[src/sv/halfstep_stepper_homing_controller_core_defines.svh]
// Assertion macros shared by the stepper homing controller RTL.
`ifndef HALFSTEP_STEPPER_HOMING_CONTROLLER_CORE_DEFINES_SVH
`define HALFSTEP_STEPPER_HOMING_CONTROLLER_CORE_DEFINES_SVH

// Same-cycle implication, sampled on clk, off while arst_n is low.
`define HSSHC_ASSERT_IMPL(label, ante, cons) \
	label: assert property (@(posedge clk) disable iff (!arst_n) (ante) |-> (cons)) \
		else $error("hsshc same-cycle check failed");

// Next-cycle implication, sampled on clk, off while arst_n is low.
`define HSSHC_ASSERT_NEXT(label, ante, cons) \
	label: assert property (@(posedge clk) disable iff (!arst_n) (ante) |=> (cons)) \
		else $error("hsshc next-cycle check failed");

`endif

[src/sv/hsshc_pkg.sv]
// Types, codes and tables of the half-step stepper homing controller.
`default_nettype none

package hsshc_pkg;

	// command codes carried in the opcode field
	localparam logic [2:0] OP_TICK  = 3'd0;
	localparam logic [2:0] OP_CAL   = 3'd1;
	localparam logic [2:0] OP_RUN   = 3'd2;
	localparam logic [2:0] OP_DISP  = 3'd3;
	localparam logic [2:0] OP_RECAL = 3'd4;

	// configuration register indexes
	localparam logic REG_OFFSET_STEPS = 1'b0;

	localparam int          OFFSET_W       = 10;
	localparam logic [9:0]  OFFSET_RESET   = 10'd110;
	localparam int          REM_W          = 22;
	localparam int          CAL_W          = 18;
	localparam logic [17:0] CAL_MAX        = 18'h3FFFF;
	localparam int          REV_W          = 16;
	localparam logic [2:0]  CAL_EDGES      = 3'd4;

	// floor(x/3) = (x * DIV3_MULT) >> DIV3_SHIFT for every 18-bit x
	localparam logic [17:0] DIV3_MULT  = 18'd174763;
	localparam int          DIV3_SHIFT = 19;

	localparam int IN_DATA_W  = 24;
	localparam int OUT_DATA_W = 24;

	typedef enum logic [1:0] {
		MODE_IDLE,
		MODE_CAL,
		MODE_SEEK,
		MODE_MOVE
	} mode_t;

	// half-step coil pattern for a phase, bit0 is coil one
	function automatic logic [3:0] coil_pattern(input logic [2:0] ph);
		logic [3:0] pat;
		unique case (ph)
			3'd0: pat = 4'h1;
			3'd1: pat = 4'h3;
			3'd2: pat = 4'h2;
			3'd3: pat = 4'h6;
			3'd4: pat = 4'h4;
			3'd5: pat = 4'hC;
			3'd6: pat = 4'h8;
			default: pat = 4'h9;
		endcase
		return pat;
	endfunction

endpackage

`default_nettype wire

[src/sv/halfstep_stepper_homing_controller_core.sv]
// Half-step stepper sequencer with index-sensor calibration, runs and dispensing.
`default_nettype none

// One input transfer is one step period; every transfer yields exactly one
// result transfer carrying the coil pattern after that period and the status.
// An item is captured into an input register, and all its work (command
// decode, calibration edge counting, divide by three, phase step, move
// counting) is done in one pass of logic into the result register, so the
// block takes one item per clock cycle; only backpressure on the result side
// slows it. The offset_steps register sits at byte address 0 of the APB port;
// the user must see it is written only while the block is idle; no check enforces it.
module halfstep_stepper_homing_controller_core (
	input  wire logic        clk,
	input  wire logic        arst_n,
	// stream in
	input  wire logic        s_tvalid,
	output logic             s_tready,
	// opcode[2:0], step_count[18:3], reverse[19], sensor[20]
	input  wire logic [hsshc_pkg::IN_DATA_W-1:0] s_tdata,
	// stream out
	output logic             m_tvalid,
	input  wire logic        m_tready,
	// coils[3:0], busy_res[4], is_calibrated[5], rejected[6], steps_per_rev[22:7]
	output logic [hsshc_pkg::OUT_DATA_W-1:0] m_tdata,
	// configuration
	input  wire logic        psel,
	input  wire logic        penable,
	input  wire logic        pwrite,
	input  wire logic [2:0]  paddr,
	input  wire logic [31:0] pwdata,
	output logic [31:0]      prdata,
	output logic             pready
);
	import hsshc_pkg::*;

	// input stage
	logic        valid_s1;
	logic [2:0]  opcode_s1;
	logic [15:0] step_count_s1;
	logic        reverse_s1;
	logic        sensor_s1;
	logic        take_s1;

	// result register
	logic                  out_valid_q;
	logic [OUT_DATA_W-1:0] out_data_q;

	// block state
	logic [OFFSET_W-1:0] offset_steps_q;
	mode_t               mode_q, mode_d;
	logic [2:0]          phase_q, phase_d;
	logic                calibrated_q, calibrated_d;
	logic [REV_W-1:0]    rev_steps_q, rev_steps_d;
	logic [7:0]          dispense_count_q, dispense_count_d;
	logic [REM_W-1:0]    remaining_q, remaining_d;
	logic                move_reverse_q, move_reverse_d;
	logic [2:0]          edge_count_q, edge_count_d;
	logic [CAL_W-1:0]    cal_steps_q, cal_steps_d;
	logic                last_sensor_q, last_sensor_d;
	logic                follow_fwd_q, follow_fwd_d;
	logic                rejected_d;

	// arithmetic helpers
	logic [CAL_W-1:0]   cal_inc;
	logic [2*CAL_W-1:0] div3_prod;
	logic [16:0]        cal_avg;
	logic [REM_W-1:0]   follow_prod;
	logic [REM_W-1:0]   eighth_rev;
	logic [OUT_DATA_W-1:0] out_data_d;

	logic cfg_write;

	// handshake
	assign take_s1  = valid_s1 && (!out_valid_q || m_tready);
	assign s_tready = !valid_s1 || take_s1;
	assign m_tvalid = out_valid_q;
	assign m_tdata  = out_data_q;

	// configuration port
	assign pready    = 1'b1;
	assign cfg_write = psel && penable && pwrite && pready && (paddr[2] == REG_OFFSET_STEPS);
	assign prdata    = (paddr[2] == REG_OFFSET_STEPS) ?
		{{(32-OFFSET_W){1'b0}}, offset_steps_q} : 32'd0;

	always_ff @(posedge clk or negedge arst_n) begin
		if (!arst_n) begin
			offset_steps_q <= OFFSET_RESET;
		end else if (cfg_write) begin
			offset_steps_q <= pwdata[OFFSET_W-1:0];
		end
	end

	// capture an input transfer
	always_ff @(posedge clk or negedge arst_n) begin
		if (!arst_n) begin
			valid_s1 <= 1'b0;
		end else if (s_tready) begin
			valid_s1 <= s_tvalid;
		end
	end

	always_ff @(posedge clk) begin
		if (s_tready && s_tvalid) begin
			opcode_s1     <= s_tdata[2:0];
			step_count_s1 <= s_tdata[18:3];
			reverse_s1    <= s_tdata[19];
			sensor_s1     <= s_tdata[20];
		end
	end

	// divide the saturating calibration count by three
	assign cal_inc   = (edge_count_q != 3'd0 && cal_steps_q != CAL_MAX) ?
		cal_steps_q + 1'b1 : cal_steps_q;
	assign div3_prod = cal_inc * DIV3_MULT;
	assign cal_avg   = div3_prod[DIV3_SHIFT +: 17];

	// one eighth of a revolution, and the return move after a recalibration
	assign eighth_rev  = {{(REM_W-REV_W+3){1'b0}}, rev_steps_q[REV_W-1:3]};
	assign follow_prod = eighth_rev * {{(REM_W-8){1'b0}}, dispense_count_q};

	// next state for one step period
	always_comb begin
		logic started;
		started          = 1'b0;
		mode_d           = mode_q;
		phase_d          = phase_q;
		calibrated_d     = calibrated_q;
		rev_steps_d      = rev_steps_q;
		dispense_count_d = dispense_count_q;
		remaining_d      = remaining_q;
		move_reverse_d   = move_reverse_q;
		edge_count_d     = edge_count_q;
		cal_steps_d      = cal_steps_q;
		last_sensor_d    = last_sensor_q;
		follow_fwd_d     = follow_fwd_q;
		rejected_d       = 1'b0;

		// decode the command
		if (opcode_s1 == OP_CAL || opcode_s1 == OP_RUN ||
				opcode_s1 == OP_DISP || opcode_s1 == OP_RECAL) begin
			if (mode_q != MODE_IDLE) begin
				rejected_d = 1'b1;
			end else begin
				unique case (opcode_s1)
					OP_CAL: begin
						mode_d        = MODE_CAL;
						last_sensor_d = sensor_s1;
						edge_count_d  = 3'd0;
						cal_steps_d   = '0;
						started       = 1'b1;
					end
					OP_RUN: begin
						if (calibrated_q) begin
							mode_d         = MODE_MOVE;
							remaining_d    = {{(REM_W-16){1'b0}}, step_count_s1};
							move_reverse_d = reverse_s1;
							follow_fwd_d   = 1'b0;
						end else begin
							rejected_d = 1'b1;
						end
					end
					OP_DISP: begin
						dispense_count_d = dispense_count_q + 1'b1;
						if (calibrated_q) begin
							mode_d         = MODE_MOVE;
							remaining_d    = eighth_rev;
							move_reverse_d = 1'b0;
							follow_fwd_d   = 1'b0;
						end else begin
							rejected_d = 1'b1;
						end
					end
					default: begin
						if (calibrated_q) begin
							mode_d        = MODE_SEEK;
							last_sensor_d = sensor_s1;
							started       = 1'b1;
						end else begin
							rejected_d = 1'b1;
						end
					end
				endcase
			end
		end

		// count index edges, or seek the sensor change
		if (mode_d == MODE_CAL && !started) begin
			cal_steps_d = cal_inc;
			if (last_sensor_q && !sensor_s1) begin
				edge_count_d = edge_count_q + 1'b1;
			end
			last_sensor_d = sensor_s1;
			if (edge_count_d == CAL_EDGES) begin
				calibrated_d   = 1'b1;
				rev_steps_d    = cal_avg[16] ? {REV_W{1'b1}} : cal_avg[REV_W-1:0];
				mode_d         = MODE_MOVE;
				remaining_d    = {{(REM_W-OFFSET_W){1'b0}}, offset_steps_q};
				move_reverse_d = 1'b0;
				follow_fwd_d   = 1'b0;
			end else begin
				phase_d = phase_d + 1'b1;
			end
		end else if (mode_d == MODE_SEEK) begin
			if (!started && sensor_s1 != last_sensor_q) begin
				mode_d         = MODE_MOVE;
				remaining_d    = {{(REM_W-OFFSET_W){1'b0}}, offset_steps_q};
				move_reverse_d = 1'b1;
				follow_fwd_d   = 1'b1;
			end else begin
				phase_d = phase_d - 1'b1;
			end
		end

		// advance one half-step of a move
		if (mode_d == MODE_MOVE) begin
			if (remaining_d != '0) begin
				phase_d     = move_reverse_d ? phase_d - 1'b1 : phase_d + 1'b1;
				remaining_d = remaining_d - 1'b1;
			end
			if (remaining_d == '0) begin
				if (follow_fwd_d) begin
					remaining_d    = follow_prod;
					move_reverse_d = 1'b0;
					follow_fwd_d   = 1'b0;
					if (follow_prod == '0) begin
						mode_d = MODE_IDLE;
					end
				end else begin
					mode_d = MODE_IDLE;
				end
			end
		end
	end

	// result fields
	always_comb begin
		out_data_d       = '0;
		out_data_d[3:0]  = coil_pattern(phase_d);
		out_data_d[4]    = (mode_d != MODE_IDLE);
		out_data_d[5]    = calibrated_d;
		out_data_d[6]    = rejected_d;
		out_data_d[22:7] = rev_steps_d;
	end

	// commit state for the item taken this cycle
	always_ff @(posedge clk or negedge arst_n) begin
		if (!arst_n) begin
			mode_q           <= MODE_IDLE;
			phase_q          <= 3'd0;
			calibrated_q     <= 1'b0;
			rev_steps_q      <= '0;
			dispense_count_q <= 8'd0;
			remaining_q      <= '0;
			move_reverse_q   <= 1'b0;
			edge_count_q     <= 3'd0;
			cal_steps_q      <= '0;
			last_sensor_q    <= 1'b0;
			follow_fwd_q     <= 1'b0;
		end else if (take_s1) begin
			mode_q           <= mode_d;
			phase_q          <= phase_d;
			calibrated_q     <= calibrated_d;
			rev_steps_q      <= rev_steps_d;
			dispense_count_q <= dispense_count_d;
			remaining_q      <= remaining_d;
			move_reverse_q   <= move_reverse_d;
			edge_count_q     <= edge_count_d;
			cal_steps_q      <= cal_steps_d;
			last_sensor_q    <= last_sensor_d;
			follow_fwd_q     <= follow_fwd_d;
		end
	end

	// hold or load the result register
	always_ff @(posedge clk or negedge arst_n) begin
		if (!arst_n) begin
			out_valid_q <= 1'b0;
		end else if (take_s1) begin
			out_valid_q <= 1'b1;
		end else if (m_tready) begin
			out_valid_q <= 1'b0;
		end
	end

	always_ff @(posedge clk) begin
		if (take_s1) begin
			out_data_q <= out_data_d;
		end
	end

`include "halfstep_stepper_homing_controller_core_defines.svh"

	`HSSHC_ASSERT_IMPL(a_motion_needs_cal, (mode_q == MODE_SEEK || mode_q == MODE_MOVE), calibrated_q)
	`HSSHC_ASSERT_NEXT(a_cal_sticky, calibrated_q, calibrated_q)
	`HSSHC_ASSERT_IMPL(a_idle_no_remaining, (mode_q == MODE_IDLE), (remaining_q == '0))
	`HSSHC_ASSERT_NEXT(a_item_gives_result, take_s1, out_valid_q)

endmodule

`default_nettype wire

[config.mk]
export PLATFORM = sky130hd
export DESIGN_NAME = halfstep_stepper_homing_controller_core
export DESIGN_NICKNAME = d
export VERILOG_FILES = /design/src/sv/hsshc_pkg.sv /design/src/sv/halfstep_stepper_homing_controller_core.sv
export VERILOG_INCLUDE_DIRS = /design/src /design/src/sv
export SDC_FILE = /design/constraint.sdc
export NUM_CORES = 1
export LEC_CHECK = 0
export ABC_AREA = 1
export BUFFER_PORTS_ARGS = -buffer_cell sky130_fd_sc_hd__buf_2
export CAP_MARGIN = 20
export CORE_MARGIN = 3
export CORE_UTILIZATION = 25
export DETAILED_ROUTE_END_ITERATION = 10
export GPL_ROUTABILITY_DRIVEN = 0
export PLACE_DENSITY_LB_ADDON = 0.25
export SETUP_SLACK_MARGIN = 0.3
export SYNTH_ARGS = -nofsm -noshare
export SYNTH_HDL_FRONTEND = slang
export SYNTH_SLANG_ARGS = --single-unit
[constraint.sdc]
create_clock -name clk -period 22.4 [get_ports clk]
set_input_delay 4.48 -clock clk [delete_from_list [all_inputs] [get_ports clk]]
set_output_delay 4.48 -clock clk [all_outputs]
set_load 0.005 [all_outputs]
* Word level (Yosys, flattened, before mapping)
Cells that the tools add are included.
** Operators by class
- $add $sub $neg :: 8
- Multipliers :: 2
- Equal/unequal tests :: 18
- Muxes and demuxes :: 88
- Bitwise gates (word level) :: 2
- Reduce and logical (&&, ||, !) cells :: 33
** Operators with widths (number)
- $mux 22 :: 13
- $mux 18 :: 5
- $mux 16 :: 3
- $logic_not 22->1 :: 2
- $pmux 22 s2 :: 1
- $mux 3 :: 13
- $mul 18x18->36 const B :: 1
- $mux 1 :: 35
- $pmux 4 s7 :: 1
- $mux 2 :: 12
- $reduce_bool 22->1 :: 1
- $sub 22x1->22 const B :: 1
- $mul 13x8->21 :: 1
- $add 18x1->18 const B :: 1
- $ne 18x18->1 const B :: 1
- $eq 3x3->1 const B :: 5
- $eq 3x2->1 const B :: 4
- $mux 10 :: 1
- $reduce_bool 2->1 :: 5
- $add 3x1->3 const B :: 3
- $logic_and 1x1->1 :: 9
- $add 8x1->8 const B :: 1
- $reduce_and 4->1 :: 2
- $eq 3x1->1 const B :: 2
- other kinds (14) :: 28
** Word-level totals
- Bits in registers :: 132
- Input port bits :: 66
- Output and inout bits :: 59
- Logic and storage cells :: 171

* Depth between registers and ports, before layout
- Word-level depth :: 18
- Gate-level depth with buffers :: 43
- Depth with buffers taken out :: 42

* Worst setup path before layout
No wires, ideal clock.
- Path kind :: input -> output
- From :: in paddr[2]
- To :: out prdata[0]
- Arrival :: 4.822 ns
- Data required time :: 17.920 ns
- Slack :: 13.098 ns
- Stages :: 2
- Path through :: clkbuf_1 > nor2_1
** Between the ends
- Longest elaborated chain between the ends :: 1
** Ends and longest elaborated chain
- start: declaration :: RTL line halfstep_stepper_homing_controller_core.sv:29 : input wire logic [2:0] paddr,
- $mux 10 :: RTL line halfstep_stepper_homing_controller_core.sv:82 : assign prdata = (paddr[2] == REG_OFFSET_STEPS) ?
- end: declaration :: RTL line halfstep_stepper_homing_controller_core.sv:31 : output logic [31:0] prdata,
No other way between the ends.

* Final worst setup path
- From :: in m_tready
- To :: out s_tready
** Between the ends
- Longest elaborated chain between the ends :: 3
** Ends and longest elaborated chain
- start: declaration :: RTL line halfstep_stepper_homing_controller_core.sv:22 : input wire logic m_tready,
- $logic_or 1x1->1 :: RTL line halfstep_stepper_homing_controller_core.sv:74 : assign take_s1 = valid_s1 && (!out_valid_q || m_tready);
- $logic_and 1x1->1 :: RTL line halfstep_stepper_homing_controller_core.sv:74
- $logic_or 1x1->1 :: RTL line halfstep_stepper_homing_controller_core.sv:75 : assign s_tready = !valid_s1 || take_s1;
- end: declaration :: RTL line halfstep_stepper_homing_controller_core.sv:17 : output logic s_tready,
No other way between the ends.

==> results.json <==
{
  "hp-class": "reg -> reg",
  "synth.avg_cell_area_sq_um": 7.68,
  "num_rows": 97,
  "io_pins": 125,
  "grt.total_usage_pct": 13.7,
  "holdBufCountCts": 0,
  "synth_compound_area_share_pct": 7.62,
  "fmax_mhz": 107,
  "dp_hpwl_mm": 41.7,
  "maxCapViolations": 0,
  "crit_end": "s_tready",
  "synthXorXnorAreaFrac_pct": 3.26,
  "h-tree-depth": 4,
  "min_period_ns": 9.38,
  "io_buffers": 73,
  "die_w_um": 274,
  "cts_max_path_buffers": 2,
  "wl_per_cell_um": 15.2,
  "drv_slew": 0,
  "start_kind": "primary input",
  "regToRegStartpoint": "cal_steps_q[0]$_DFFE_PN0P_",
  "tns_ns": 0,
  "synth-main-ff-cell": "dfrtp_1",
  "hold_viol": 0,
  "antenna_found_initial": 0,
  "drt_iter0_drc": 1129,
  "slew_headroom_pct": 28.5,
  "ant_nets": 0,
  "die-area_sq_mm": 0.0752,
  "areaGrowthSynthToFinish_pct": 10.1,
  "worst_r2r_endpoint": "m_tdata[21]$_DFFE_PP_",
  "critPathRequiredTime_ns": 17.92,
  "remaining_drc_errors": 0,
  "nets": 2824,
  "synth_mux_area_share_pct": 0,
  "reg2regPathDepth": 38,
  "r2r_setup_slack_ns": 13.66,
  "grt_first_pass_wirelength_mm": 81.0,
  "timing_worst_setup_path_type": "in -> out",
  "critPathCaptureType": "output pin",
  "path_clk_slew_ns": 0.06,
  "insertion_delay_ns": 0.45,
  "globalRouteOverflowTotal": 0,
  "via_per_inst": 4.31,
  "start_util_pct": 25.5,
  "fin_worst_skew_ns": 0.0120,
  "drt_wl_total_mm": 50.6,
  "grt_max_degree": 62,
  "synth_cell_types": 50,
  "async_flop_share_pct": 66.7,
  "postSynthCellCount": 2341,
  "cts.repair.resized": 0,
  "setup_viol": 0,
  "startpoint": "m_tready",
  "cts_buffers": 17,
  "clock-root-buffer": "clkbuf_16",
  "cp.arrival_ns": 4.90,
  "ys_seq_area_share_pct": 19.6,
  "worst_slew_pin_slew_ns": 1.07,
  "antennaDiodeCount": 0,
  "die_h_um": 274,
  "clock-sinks": 132,
  "drive_gt1_share_pct": 8.21,
  "synth_area_sq_mm": 0.0180,
  "grt_setup_unrepaired": "no",
  "cts_tree": "done",
  "ys_ff_latch": 132,
  "yosys_warnings": 0,
  "synth_edf_count": 44,
  "dr.pass1.iters": 5,
  "cts_setup_buffers": 0,
  "status": "finished clean",
  "synth-simple-area-share_pct": 20.9,
  "fin_crit_sh_pct": 41.9,
  "synthAdderAreaFrac_pct": 34.0,
  "fp.coreArea_sq_mm": 0.0706,
  "vias": 14300,
  "synth_top_family_by_area": "adder cells",
  "grt_pass1_vias": 14200,
  "crit_fanout": 3
}
synth_stat cells, drive strengths merged, types with 3 or more instances:
cell type  instances  area (sq um)
o21bai             6          45.0
a21oi            103           519
xnor2             20           175
o211ai             8          60.1
buf               50           348
a21boi             3          22.5
nand2            505          1970
o21a               5          37.5
ha               208          2600
inv              561          2110
nor2             153           629
nand3b             6          45.0
dfrtp             83          2080
nand4             19           119
clkbuf            44           165
edfxtp            44          1320
fa               175          3500
o21ai             92           460
nor4               9          56.3
xor2              47           412
dfstp              5           131
nor3              16          80.1
a21o               3          22.5
a22oi              8          60.1
nand3            136           816
o22ai             18           113
metal layers:
| metal | track usage [%] | part of all wire [%] | vias up | wire, um |
|---|---|---|---|---|
| li1 | - | - | 7239 | - |
| met1 | 21.0 | 52 | 6791 | 26300 |
| met2 | 20.4 | 42 | 267 | 21300 |
| met3 | 1.68 | 4.0 | 35 | 2010 |
| met4 | 3.38 | 2.0 | 0 | 1030 |
| met5 | 0 | 0 | - | 0 |
layout by cell type (no fill, tap or decap), drive strengths merged, types with 2 or more instances in the layout:
| cell type | count |
|---|---|
| or2 | 2 |
| o21a | 5 |
| dfstp | 5 |
| buf | 87 |
| o21ai | 92 |
| a21boi | 3 |
| clkbuf | 17 |
| edfxtp | 44 |
| nor2 | 153 |
| inv | 569 |
| xnor2 | 20 |
| fa | 175 |
| clkinv | 5 |
| dfrtp | 83 |
| o21bai | 6 |
| clkinvlp | 3 |
| ha | 208 |
| nor3 | 16 |
| conb | 24 |
| nand2 | 505 |
| nand3b | 6 |
| nand4 | 19 |
| o211ai | 8 |
| a21oi | 103 |
| o22ai | 18 |
| nand3 | 136 |
| nor4 | 9 |
| xor2 | 47 |
| a21o | 3 |
| a22oi | 8 |
metrics by stage:
stage | area [sq um] | instances | setup slack, ns | hold slack [ns] | utilization, %
6_report | 19800 | 3328 | 13.02 | 0.477 | 28.0
5_1_grt | 19800 | 3328 | 12.92 | 0.497 | 28.0
4_1_cts | 19800 | 3328 | 13.02 | 0.484 | 28.0
3_5_place_dp | 19200 | 3296 | 13.02 | 0.465 | 27.2
3_3_place_gp | 19200 | 3296 | 13.02 | 0.465 | 27.2
2_1_floorplan | 18100 | 2363 | 13.10 | 0.449 | -
registers in the layout (all words and copies together), names as in the netlist, 2 cells and up:
register and flops:
rev_steps_q 16, mode_q 2, remaining_q 22, step_count_s1 16
opcode_s1 3, m_tdata 23, offset_steps_q 10, edge_count_q 3
phase_q 3, cal_steps_q 18, dispense_count_q 8
worst max-delay path: stages:
cell and delay (ns):
buf_2 0.10, inv_1 0.06, nand3_1 0.11, buf_2 0.15
worst min path at each step:
| stage | startpoint | end | cells past startpoint |
|---|---|---|---|
| final | remaining_q[17]$_DFFE_PN0P_ | remaining_q[17]$_DFFE_PN0P_ | 2 |
| after global routing | remaining_q[1]$_DFFE_PN0P_ | remaining_q[1]$_DFFE_PN0P_ | 2 |
| after CTS | remaining_q[19]$_DFFE_PN0P_ | remaining_q[19]$_DFFE_PN0P_ | 2 |
| after detailed placement | remaining_q[19]$_DFFE_PN0P_ | remaining_q[19]$_DFFE_PN0P_ | 2 |
| after global placement | remaining_q[0]$_DFFE_PN0P_ | remaining_q[0]$_DFFE_PN0P_ | 2 |
| after floorplan | remaining_q[10]$_DFFE_PN0P_ | remaining_q[10]$_DFFE_PN0P_ | 2 |
final cells by class:
cell class              instances  area (sq um)
fillers                      7814         50800
flip-flops and latches        132          3530
clock buffers                  17           425
repair buffers                 87           473
multi-input cells            1574         11900
well taps                     940          1180
clock inverters                15           164
inverters                     563          2110
cell families (layout without fill, tap and decap cells):
group / Yosys count / count (layout)
adder cells (fa/ha/maj): 383 / 383
buffers and inverters: 657 / 682
flip-flops: 132 / 132
other: 2 / 24
AO/OA/AOI/OAI: 250 / 250
XOR/XNOR: 67 / 67
AND/OR/NAND/NOR: 850 / 850
Power is not shown: default switching activity piles up to over one toggle a cycle in this logic, so the estimate is an artifact.
